## src/design/ggvt_pkg.sv

```systemverilog
// shared types and constants for the gossip group view table
// no dependencies
package ggvt_pkg;

  localparam int GROUP_W     = 11;
  localparam int POS_FRAC    = 16;
  localparam int POS_W       = POS_FRAC + 1;
  localparam int KEY_W       = 16;
  localparam int IDENT_W     = 16;
  localparam int AGE_W       = 8;
  localparam int CFG_W       = 17;
  localparam int CFG_IDX_W   = 3;
  localparam int MAX_GROUPS  = 1024;
  localparam int VIEW_SIZE_W = 6;
  localparam int IN_DATA_W   = 72;
  localparam int OUT_DATA_W  = 32;

  localparam logic [CFG_IDX_W-1:0] CFG_REPL_MIN = 3'd0;
  localparam logic [CFG_IDX_W-1:0] CFG_REPL_MAX = 3'd1;
  localparam logic [CFG_IDX_W-1:0] CFG_AGE_LIM  = 3'd2;
  localparam logic [CFG_IDX_W-1:0] CFG_SELF_ID  = 3'd3;
  localparam logic [CFG_IDX_W-1:0] CFG_SELF_POS = 3'd4;

  localparam logic [AGE_W-1:0] AGE_MAX = '1;

  typedef enum logic [1:0] {
    OP_START = 2'd0,
    OP_PEER  = 2'd1,
    OP_END   = 2'd2,
    OP_LOCAL = 2'd3
  } op_e;

  typedef enum logic [3:0] {
    S_IDLE,
    S_AGE_RD,
    S_AGE_WR,
    S_REC_MUL,
    S_REC_CHK,
    S_REC_RD,
    S_REC_EV,
    S_REC_WR,
    S_END_RD,
    S_END_MUL,
    S_END_CHK,
    S_END_ADJ,
    S_SELF_MUL,
    S_SELF_FIN,
    S_EMIT
  } state_e;

  typedef struct packed {
    logic [KEY_W-1:0]   key;
    logic [IDENT_W-1:0] ident;
    logic [AGE_W-1:0]   age;
    logic [POS_W-1:0]   pos;
  } entry_t;

  typedef struct packed {
    op_e                  op;
    logic [KEY_W-1:0]     key;
    logic [IDENT_W-1:0]   ident;
    logic [AGE_W-1:0]     age;
    logic [POS_W-1:0]     pos;
    logic [GROUP_W-1:0]   gc;
  } item_t;

endpackage

```

## src/design/ggvt_group_unit.sv

```systemverilog
// shared group index unit: ceil(groups * position), at least one
// registered multiply, then round up and clamp; uses ggvt_pkg
module ggvt_group_unit (
  input  logic                          clk_i,
  input  logic [ggvt_pkg::GROUP_W-1:0]  groups_i,
  input  logic [ggvt_pkg::POS_W-1:0]    pos_i,
  output logic [ggvt_pkg::GROUP_W-1:0]  group_o
);

  localparam int ProdW = ggvt_pkg::GROUP_W + ggvt_pkg::POS_W;
  localparam logic [ggvt_pkg::POS_W-1:0] One = ggvt_pkg::POS_W'(1) << ggvt_pkg::POS_FRAC;

  logic [ggvt_pkg::POS_W-1:0] pos_clamp;
  logic [ProdW-1:0]           prod_q;
  logic [ProdW-1:0]           rounded;
  logic [ggvt_pkg::GROUP_W-1:0] grp;

  assign pos_clamp = (pos_i > One) ? One : pos_i;

  always_ff @(posedge clk_i) begin
    prod_q <= ProdW'(groups_i) * ProdW'(pos_clamp);
  end

  always_comb begin
    rounded = prod_q + ProdW'(One - ggvt_pkg::POS_W'(1));
    grp     = ggvt_pkg::GROUP_W'(rounded >> ggvt_pkg::POS_FRAC);
    group_o = (grp == '0) ? ggvt_pkg::GROUP_W'(1) : grp;
  end

endmodule

```

## src/design/gossip_group_view_table.sv

```systemverilog
// gossip group view table: one transaction in flight, a sequencer sweeps the view memory
// start ages each valid entry; a record passing the group filter scans every entry, then writes;
// end checks each entry, then adjusts; all through one group unit and memory port
// result waits in an output register; end holds in emit while that register is still full
// asynchronous active-low reset empties the view (valid bits) and loads config defaults
// depends on ggvt_pkg and ggvt_group_unit
module gossip_group_view_table #(
  parameter int VIEW_DEPTH = 32
) (
  input  logic                              clk_i,
  input  logic                              rst_ni,
  input  logic                              cfg_we_i,
  input  logic [ggvt_pkg::CFG_IDX_W-1:0]    cfg_idx_i,
  input  logic [ggvt_pkg::CFG_W-1:0]        cfg_wdata_i,
  input  logic                              s_axis_tvalid,
  output logic                              s_axis_tready,
  // peer_key, peer_ident, peer_age, peer_position, peer_group_count, zero pad
  input  logic [ggvt_pkg::IN_DATA_W-1:0]    s_axis_tdata,
  // op
  input  logic [1:0]                        s_axis_tuser,
  output logic                              m_axis_tvalid,
  input  logic                              m_axis_tready,
  // group_count, own_group, view_size, zero pad
  output logic [ggvt_pkg::OUT_DATA_W-1:0]   m_axis_tdata
);

  localparam int AW   = (VIEW_DEPTH > 1) ? $clog2(VIEW_DEPTH) : 1;
  localparam int CW   = $clog2(VIEW_DEPTH + 1);
  localparam int CmpW = (CW + 1 > 8) ? CW + 1 : 8;
  localparam int GW   = ggvt_pkg::GROUP_W;
  localparam logic [AW-1:0] LastIdx = AW'(VIEW_DEPTH - 1);

  ggvt_pkg::state_e state_q, state_d;
  ggvt_pkg::entry_t mem [VIEW_DEPTH];
  ggvt_pkg::entry_t rd_data_q, wr_data, hit_q, hit_d;
  ggvt_pkg::item_t  item_q, item_d;

  logic [VIEW_DEPTH-1:0] valid_q, valid_d;
  logic [AW-1:0] idx_q, idx_d, hit_idx_q, hit_idx_d, free_idx_q, free_idx_d, wr_addr;
  logic found_q, found_d, free_q, free_d, mem_we;
  logic [CW-1:0] size_q, size_d;
  logic [GW-1:0] groups_q, groups_d, my_group_q, my_group_d, seen_q, seen_d, grp, t_grp;
  logic [GW:0]   dbl;
  logic first_q, first_d;
  logic [7:0] rmin_q, rmax_q, alim_q;
  logic [ggvt_pkg::IDENT_W-1:0] self_id_q;
  logic [ggvt_pkg::POS_W-1:0]   self_pos_q, unit_pos;
  logic out_valid_q, out_valid_d, out_load, last;
  logic [GW-1:0] out_gc_q, out_own_q;
  logic [ggvt_pkg::VIEW_SIZE_W-1:0] out_size_q;
  logic [CmpW-1:0] size_p1;
  ggvt_pkg::item_t in_item;

  assign in_item.op    = ggvt_pkg::op_e'(s_axis_tuser);
  assign in_item.key   = s_axis_tdata[15:0];
  assign in_item.ident = s_axis_tdata[31:16];
  assign in_item.age   = s_axis_tdata[39:32];
  assign in_item.pos   = s_axis_tdata[56:40];
  assign in_item.gc    = s_axis_tdata[67:57];

  assign s_axis_tready = (state_q == ggvt_pkg::S_IDLE);
  assign m_axis_tvalid = out_valid_q;
  assign m_axis_tdata  = {4'b0, out_size_q, out_own_q, out_gc_q};
  assign last          = (idx_q == LastIdx);
  assign size_p1       = CmpW'(size_q) + CmpW'(1);
  assign out_load      = (state_q == ggvt_pkg::S_EMIT) && (!out_valid_q || m_axis_tready);

  always_comb begin
    unique case (state_q)
      ggvt_pkg::S_REC_MUL, ggvt_pkg::S_REC_CHK: unit_pos = item_q.pos;
      ggvt_pkg::S_SELF_MUL, ggvt_pkg::S_SELF_FIN: unit_pos = self_pos_q;
      default: unit_pos = rd_data_q.pos;
    endcase
  end

  ggvt_group_unit u_group (
    .clk_i    (clk_i),
    .groups_i (groups_q),
    .pos_i    (unit_pos),
    .group_o  (grp)
  );

  // next state
  always_comb begin
    state_d = state_q;
    unique case (state_q)
      ggvt_pkg::S_IDLE: begin
        if (s_axis_tvalid) begin
          unique case (in_item.op)
            ggvt_pkg::OP_START: state_d = ggvt_pkg::S_AGE_RD;
            ggvt_pkg::OP_PEER:  state_d = ggvt_pkg::S_REC_MUL;
            ggvt_pkg::OP_LOCAL: state_d = ggvt_pkg::S_REC_MUL;
            ggvt_pkg::OP_END:   state_d = ggvt_pkg::S_END_RD;
          endcase
        end
      end
      ggvt_pkg::S_AGE_RD:  state_d = ggvt_pkg::S_AGE_WR;
      ggvt_pkg::S_AGE_WR:  state_d = last ? ggvt_pkg::S_IDLE : ggvt_pkg::S_AGE_RD;
      ggvt_pkg::S_REC_MUL: state_d = ggvt_pkg::S_REC_CHK;
      ggvt_pkg::S_REC_CHK: begin
        state_d = (grp == my_group_q && item_q.ident != self_id_q) ?
                  ggvt_pkg::S_REC_RD : ggvt_pkg::S_IDLE;
      end
      ggvt_pkg::S_REC_RD:  state_d = ggvt_pkg::S_REC_EV;
      ggvt_pkg::S_REC_EV:  state_d = last ? ggvt_pkg::S_REC_WR : ggvt_pkg::S_REC_RD;
      ggvt_pkg::S_REC_WR:  state_d = ggvt_pkg::S_IDLE;
      ggvt_pkg::S_END_RD:  state_d = ggvt_pkg::S_END_MUL;
      ggvt_pkg::S_END_MUL: state_d = ggvt_pkg::S_END_CHK;
      ggvt_pkg::S_END_CHK: state_d = last ? ggvt_pkg::S_END_ADJ : ggvt_pkg::S_END_RD;
      ggvt_pkg::S_END_ADJ: state_d = ggvt_pkg::S_SELF_MUL;
      ggvt_pkg::S_SELF_MUL: state_d = ggvt_pkg::S_SELF_FIN;
      ggvt_pkg::S_SELF_FIN: state_d = ggvt_pkg::S_EMIT;
      ggvt_pkg::S_EMIT:    state_d = out_load ? ggvt_pkg::S_IDLE : ggvt_pkg::S_EMIT;
      default:             state_d = ggvt_pkg::S_IDLE;
    endcase
  end

  // datapath
  always_comb begin
    item_d     = item_q;
    valid_d    = valid_q;
    idx_d      = idx_q;
    hit_d      = hit_q;
    hit_idx_d  = hit_idx_q;
    free_idx_d = free_idx_q;
    found_d    = found_q;
    free_d     = free_q;
    size_d     = size_q;
    groups_d   = groups_q;
    my_group_d = my_group_q;
    seen_d     = seen_q;
    first_d    = first_q;
    out_valid_d = out_valid_q;
    mem_we     = 1'b0;
    wr_addr    = idx_q;
    wr_data    = rd_data_q;
    t_grp      = groups_q;
    dbl        = '0;
    if (out_valid_q && m_axis_tready) out_valid_d = 1'b0;
    unique case (state_q)
      ggvt_pkg::S_IDLE: begin
        idx_d   = '0;
        found_d = 1'b0;
        free_d  = 1'b0;
        size_d  = '0;
        if (s_axis_tvalid) begin
          item_d = in_item;
          if (in_item.op == ggvt_pkg::OP_START) seen_d = GW'(1);
          if (in_item.op == ggvt_pkg::OP_PEER && first_q && in_item.gc > groups_q)
            seen_d = in_item.gc;
        end
      end
      ggvt_pkg::S_AGE_WR: begin
        if (valid_q[idx_q] && rd_data_q.age != ggvt_pkg::AGE_MAX) begin
          mem_we      = 1'b1;
          wr_data.age = rd_data_q.age + ggvt_pkg::AGE_W'(1);
        end
        idx_d = idx_q + AW'(1);
      end
      ggvt_pkg::S_REC_EV: begin
        if (valid_q[idx_q] && rd_data_q.key == item_q.key && !found_q) begin
          found_d   = 1'b1;
          hit_d     = rd_data_q;
          hit_idx_d = idx_q;
        end
        if (!valid_q[idx_q] && !free_q) begin
          free_d     = 1'b1;
          free_idx_d = idx_q;
        end
        idx_d = idx_q + AW'(1);
      end
      ggvt_pkg::S_REC_WR: begin
        wr_data.key   = item_q.key;
        wr_data.ident = item_q.ident;
        wr_data.age   = item_q.age;
        wr_data.pos   = item_q.pos;
        if (found_q) begin
          wr_addr = hit_idx_q;
          mem_we  = (hit_q.age > item_q.age);
          if (item_q.op == ggvt_pkg::OP_LOCAL) begin
            wr_data.ident = hit_q.ident;
            wr_data.pos   = hit_q.pos;
          end
        end else if (free_q) begin
          wr_addr             = free_idx_q;
          mem_we              = 1'b1;
          valid_d[free_idx_q] = 1'b1;
        end
      end
      ggvt_pkg::S_END_CHK: begin
        if (valid_q[idx_q]) begin
          if (grp != my_group_q || rd_data_q.age > alim_q) valid_d[idx_q] = 1'b0;
          else size_d = size_q + CW'(1);
        end
        idx_d = idx_q + AW'(1);
      end
      ggvt_pkg::S_END_ADJ: begin
        if (size_p1 < CmpW'(rmin_q) && groups_q > GW'(1)) t_grp = groups_q >> 1;
        if (size_p1 > CmpW'(rmax_q)) begin
          dbl   = {t_grp, 1'b0};
          t_grp = (dbl > (GW + 1)'(ggvt_pkg::MAX_GROUPS)) ? GW'(ggvt_pkg::MAX_GROUPS)
                                                         : GW'(dbl);
        end
        if (first_q) begin
          t_grp   = (seen_q > GW'(ggvt_pkg::MAX_GROUPS)) ? GW'(ggvt_pkg::MAX_GROUPS) : seen_q;
          if (t_grp == '0) t_grp = GW'(1);
          first_d = 1'b0;
        end
        groups_d = t_grp;
      end
      ggvt_pkg::S_SELF_FIN: my_group_d = grp;
      ggvt_pkg::S_EMIT: if (out_load) out_valid_d = 1'b1;
      default: ;
    endcase
  end

  always_ff @(posedge clk_i or negedge rst_ni) begin
    if (!rst_ni) begin
      state_q     <= ggvt_pkg::S_IDLE;
      valid_q     <= '0;
      idx_q       <= '0;
      found_q     <= 1'b0;
      free_q      <= 1'b0;
      size_q      <= '0;
      groups_q    <= GW'(1);
      my_group_q  <= GW'(1);
      seen_q      <= GW'(1);
      first_q     <= 1'b1;
      out_valid_q <= 1'b0;
      rmin_q      <= 8'd1;
      rmax_q      <= 8'd8;
      alim_q      <= 8'd20;
      self_id_q   <= '0;
      self_pos_q  <= '0;
    end else begin
      state_q     <= state_d;
      valid_q     <= valid_d;
      idx_q       <= idx_d;
      found_q     <= found_d;
      free_q      <= free_d;
      size_q      <= size_d;
      groups_q    <= groups_d;
      my_group_q  <= my_group_d;
      seen_q      <= seen_d;
      first_q     <= first_d;
      out_valid_q <= out_valid_d;
      if (cfg_we_i) begin
        if (cfg_idx_i == ggvt_pkg::CFG_REPL_MIN) rmin_q     <= cfg_wdata_i[7:0];
        if (cfg_idx_i == ggvt_pkg::CFG_REPL_MAX) rmax_q     <= cfg_wdata_i[7:0];
        if (cfg_idx_i == ggvt_pkg::CFG_AGE_LIM)  alim_q     <= cfg_wdata_i[7:0];
        if (cfg_idx_i == ggvt_pkg::CFG_SELF_ID)  self_id_q  <= cfg_wdata_i[15:0];
        if (cfg_idx_i == ggvt_pkg::CFG_SELF_POS) self_pos_q <= cfg_wdata_i;
      end
    end
  end

  always_ff @(posedge clk_i) begin
    item_q     <= item_d;
    hit_q      <= hit_d;
    hit_idx_q  <= hit_idx_d;
    free_idx_q <= free_idx_d;
    if (out_load) begin
      out_gc_q   <= groups_q;
      out_own_q  <= my_group_q;
      out_size_q <= ggvt_pkg::VIEW_SIZE_W'(size_q);
    end
  end

  // view memory
  always_ff @(posedge clk_i) begin
    if (mem_we) mem[wr_addr] <= wr_data;
    rd_data_q <= mem[idx_q];
  end

`ifndef SYNTHESIS
  a_size_matches: assert property (@(posedge clk_i) disable iff (!rst_ni)
    (state_q == ggvt_pkg::S_END_ADJ) |-> (32'(size_q) == $countones(valid_q)))
    else $error("view size does not match valid entries");
  a_out_groups: assert property (@(posedge clk_i) disable iff (!rst_ni)
    m_axis_tvalid |-> (out_gc_q != '0 && out_gc_q <= GW'(ggvt_pkg::MAX_GROUPS)))
    else $error("group count out of range");
  a_out_own: assert property (@(posedge clk_i) disable iff (!rst_ni)
    m_axis_tvalid |-> (out_own_q != '0 && out_own_q <= out_gc_q))
    else $error("own group out of range");
  a_busy: assert property (@(posedge clk_i) disable iff (!rst_ni)
    (s_axis_tvalid && s_axis_tready) |=> !s_axis_tready)
    else $error("accepted while busy");
`endif

endmodule

```

## config.mk

```make
export PLATFORM = sky130hd
export DESIGN_NAME = gossip_group_view_table
export DESIGN_NICKNAME = d
export VERILOG_FILES = /design/src/design/ggvt_pkg.sv /design/src/design/ggvt_group_unit.sv /design/src/design/gossip_group_view_table.sv
export SDC_FILE = /design/constraint.sdc
export NUM_CORES = 2
export LEC_CHECK = 0
export BUFFER_PORTS_ARGS = -buffer_cell sky130_fd_sc_hd__buf_2
export CORE_MARGIN = 2
export CORE_UTILIZATION = 50
export CTS_BUF_LIST = sky130_fd_sc_hd__clkbuf_16
export CTS_CLUSTER_SIZE = 10
export DETAILED_ROUTE_END_ITERATION = 7
export GPL_ROUTABILITY_DRIVEN = 0
export PLACE_DENSITY_LB_ADDON = 0.15
export SYNTH_ARGS = -nofsm -noshare
export SYNTH_HDL_FRONTEND = slang
export SYNTH_SLANG_ARGS = --single-unit
```

## constraint.sdc

```tcl
create_clock -name clk_i -period 10.35 [get_ports clk_i]
set_input_delay 1.5525 -clock clk_i [delete_from_list [all_inputs] [get_ports clk_i]]
set_output_delay 1.5525 -clock clk_i [all_outputs]
set_load 0.05 [all_outputs]
```

==> metrics.md <==
| Metric | Value |
|---|---|
| Status | `finished clean` |
| Commonest non-fill, non-tap cell in the layout | `edfxtp_1` |
| DR pass1 iterations | `5` |
| Area occupied by multi-input gates | `20340 sq um` |
| Max Cap Viol | `0` |
| Register area | `47970 sq um` |
| Maximum vdd drop | `0.2378 mV` |
| Crit Path Max Fanout | `27` |
| Yosys warns | `0` |
| WP buf/inv | `6` |
| Number of flops mapped to enable cells by yosys | `1434` |
| Hpwl dp | `99570 um` |
| Die width | `376.7 um` |
| CTS tree | `done` |
| Mapped Area | `69460 sq um` |
| Reg clk slew, reported paths | `0.06 ns` |
| Nature of the critical path endpoint | `flop` |
| I/O pin cnt | `133` |
| RSZ-0062 raised after global routing | `no` |
| Post-Syn Instances | `between 3000 and 4000` |
| Worst hold path class | `reg -> reg` |
| Cell Rows | `136` |
| Skew-Pair Late Insertion Delay | `0.83 ns` |
| Pre-CTS setup slack | `1.360 ns` |
| DR WL/cell | `~30 um` |
| Leakage power | `27.36 nW` |
| PwrDens | `292.9 nW/um^2` |
| Pin count of the biggest net entering global routing | `128` |
| WL final | `181300 um` |
| Tcrit/Tclk final | `86.97%` |
| Setup violators final | `0` |
| Dominant synthesized flop cell | `edfxtp_1` |
| Vias in the first global route | `~38000` |
| Die area | `141900 sq um` |
| Psw | `0.007950 W` |
| Final hold vios | `0` |
| Synth async-reset ratio | `8.582%` |
| Gate power share | `35.8%` |
| Vias | `37740` |
| Commonest non-fill, non-tap cells in the layout | `edfxtp_1 (1434), mux4_2 (336), inv_1 (329)` |
| Post-Layout Inst Area | `~78000 sq um` |
| Antenna viol nets, final | `0` |
| Fmax | `0.1111 GHz` |
| Post-CTS Hold Fix Bufs | `0` |
| Fillcell total | `10520` |
| Htree depth | `4` |
| Synthesized flop and latch total | `1643` |
| Final Hold Slack | `slightly below 0.5 ns` |
| Cell Int Power | `0.01493 W` |
| Max-slew violation count | `0` |
| Post-DP Area | `72650 sq um` |
| DIE HEIGHT | `roughly 380 um` |
| GRT Overall Usage | `25.93%` |
| First-pass GRT wire length | `264000 um` |
| Sequential fraction of the synthesis area | `69.05%` |
| Longest Clk Path Bufs | `3` |
| Cell family with most CP delay | `adder cells` |
| # clock sinks | `1643` |
| Critical-path top delay cell | `a22oi_1` |
| Root Buffer | `clkbuf_16` |
| Worst slew pin tran | `1.308 ns` |
| Layout Area Growth over Synthesis | `12.47%` |
| Global route overflow | `0` |
| Final core utilization | `56.75%` |
| Min Tclk post-route | `9.001 ns` |
| Syn_area_per_cell | `approximately 17 sq um` |
| Final TNS setup | `0 ns` |
| Final WS setup | `1.349 ns` |
| Share of power burned in registers | `38.5%` |
| Core ar. | `137700 sq um` |
| Nets@finish | `4540` |
| CP Data Arrival Time | `9.73 ns` |
| Synth unique cells | `88` |
| Clock power frac | `25.7%` |
| Port buffer count | `124` |
| Rel. slew slack | `12.78%` |
| Detailed router's first-iteration violation count | `between 4000 and 5000` |
| Required @ worst endpoint | `11.08 ns` |
| Skew final | `0.03506 ns` |
| Crit-path most repeated cell | `fa_1` |
| CP peak stage delay | `0.61 ns` |
| Initial antenna violation count | `4` |
| Switching part of the total | `34.75%` |
| Share of layout cells above drive strength 1 | `20.41%` |
| CTS Buf Count | `186` |
| Postcts setup bufs | `0` |
| Number of remaining DRC errors | `0` |
| Startpoint Class | `flop` |
| Post_cts resized | `0` |
| Via/cell ratio | `6.150` |
| Starting Density | `50.46%` |
| WS Path Type | `reg -> reg` |
==> sequential cells by signal, summed over array words and instances (netlist names), 8 cells and up <==
| signal | count |
|---|---|
| out_own_q | 11 |
| seen_q | 11 |
| u_group.prod_q | 27 |
| alim_q | 8 |
| hit_q | 25 |
| mem | 1312 |
| rmin_q | 8 |
| rmax_q | 8 |
| rd_data_q | 41 |
| out_gc_q | 11 |
| self_pos_q | 17 |
| valid_q | 32 |
| my_group_q | 11 |
| item_q | 59 |
| groups_q | 11 |
| self_id_q | 16 |
==> power groups by stage <==
stage                     logic (W)  clock network [W]  registers (W)
final                       0.00819            0.00589        0.00880
after global routing        0.00924            0.00626        0.00884
after CTS                   0.00828            0.00599        0.00880
after detailed placement    0.00826                  0        0.00893
after global placement      0.00818                  0        0.00892
after floorplan             0.00617                  0        0.00868
==> worst register-to-register path, delay by kind of cell, from the launching register on <==
kind            cells  cell delay [ns]
compound gates      9             2.52
simple gates        6             1.85
buf+inv             6             0.98
fa+ha+maj           6             2.84
xor+xnor            1             0.14
flops               1             0.56
==> logic make-up after synthesis <==
group	count (synthesis)	synth area share [%]
flip-flops	1643	69.05
XOR/XNOR	80	1.009
multiplexers	414	12.09
buffers and inverters	414	2.288
AO/OA/AOI/OAI	519	4.995
adder cells (fa/ha/maj)	243	5.815
other	1	0.005399
AND/OR/NAND/NOR	685	4.752
==> per-stage QoR <==
step | power (W) | instances
final | 0.02288 | 6137
after global routing | 0.02434 | 6136
after CTS | 0.02307 | 6136
after global placement | 0.01710 | 5804
after floorplan | 0.01485 | 4002
after detailed placement | 0.01718 | 5804
==> path summary, 6_finish.rpt <==
path                                 endpoint  slack (ns)           from  cells past startpoint
max in group asynchronous         valid_q[12]        8.38         rst_ni                      2
setup reg to reg           u_group.prod_q[26]        1.35     state_q[1]                     28
min in group asynchronous           rmax_q[4]        0.80         rst_ni                      1
hold / removal                   out_own_q[3]        0.48  my_group_q[3]                      0
setup / recovery           u_group.prod_q[26]        1.35     state_q[1]                     28
hold reg to reg                  out_own_q[3]        0.48  my_group_q[3]                      0
==> synth_stat cells, drive strengths merged (5+ instances only) <==
cell / count / area share, %
nand2b: 15 / 0.14
dfxtp: 68 / 2.0
fa: 133 / 3.8
edfxtp: 1434 / 62
nand4: 64 / 0.58
xnor2: 62 / 0.78
a22o: 18 / 0.23
nor4: 15 / 0.17
xor2: 18 / 0.23
mux2i: 38 / 0.55
o211ai: 9 / 0.097
inv: 215 / 1.2
o21ai: 147 / 1.1
a21o: 13 / 0.14
dfstp: 8 / 0.30
ha: 110 / 2.0
o21bai: 5 / 0.054
nor2b: 14 / 0.13
nor3: 81 / 0.58
o21a: 14 / 0.15
nand3b: 7 / 0.076
nand3: 29 / 0.21
nand2: 267 / 1.4
mux2: 40 / 0.65
mux4: 336 / 11
or3: 10 / 0.099
and3: 13 / 0.12
a22oi: 179 / 1.9
nor3b: 5 / 0.070
and2: 23 / 0.21
nor2: 118 / 0.64
a21boi: 7 / 0.076
clkbuf: 134 / 0.74
a21oi: 78 / 0.57
buf: 61 / 0.37
dfrtp: 133 / 4.8
==> layout make-up <==
cell class,count,area share (%)
Clock inverter,145,1.014
Clock buffer,187,5.990
Sequential cell,1643,61.40
Tap cell,1794,2.873
Multi-Input combinational cell,1945,26.04
Timing Repair Buffer,203,1.626
Inverter,219,1.054
Antenna cell,1,0.003203
==> layer usage <==
metal / global-route usage (%) / part of all wire, % / up-vias / wire, um
met4: 7.857 / 2.8 / 2 / 4999
met5: 0 / 0.011 / - / 20
li1: - / - / 16030 / -
met1: 36.68 / 41 / 19830 / 74490
met2: 41.55 / 48 / 1612 / 87710
met3: 4.476 / 7.8 / 268 / 14070
Note: power is estimated with default switching activity, not from simulation.
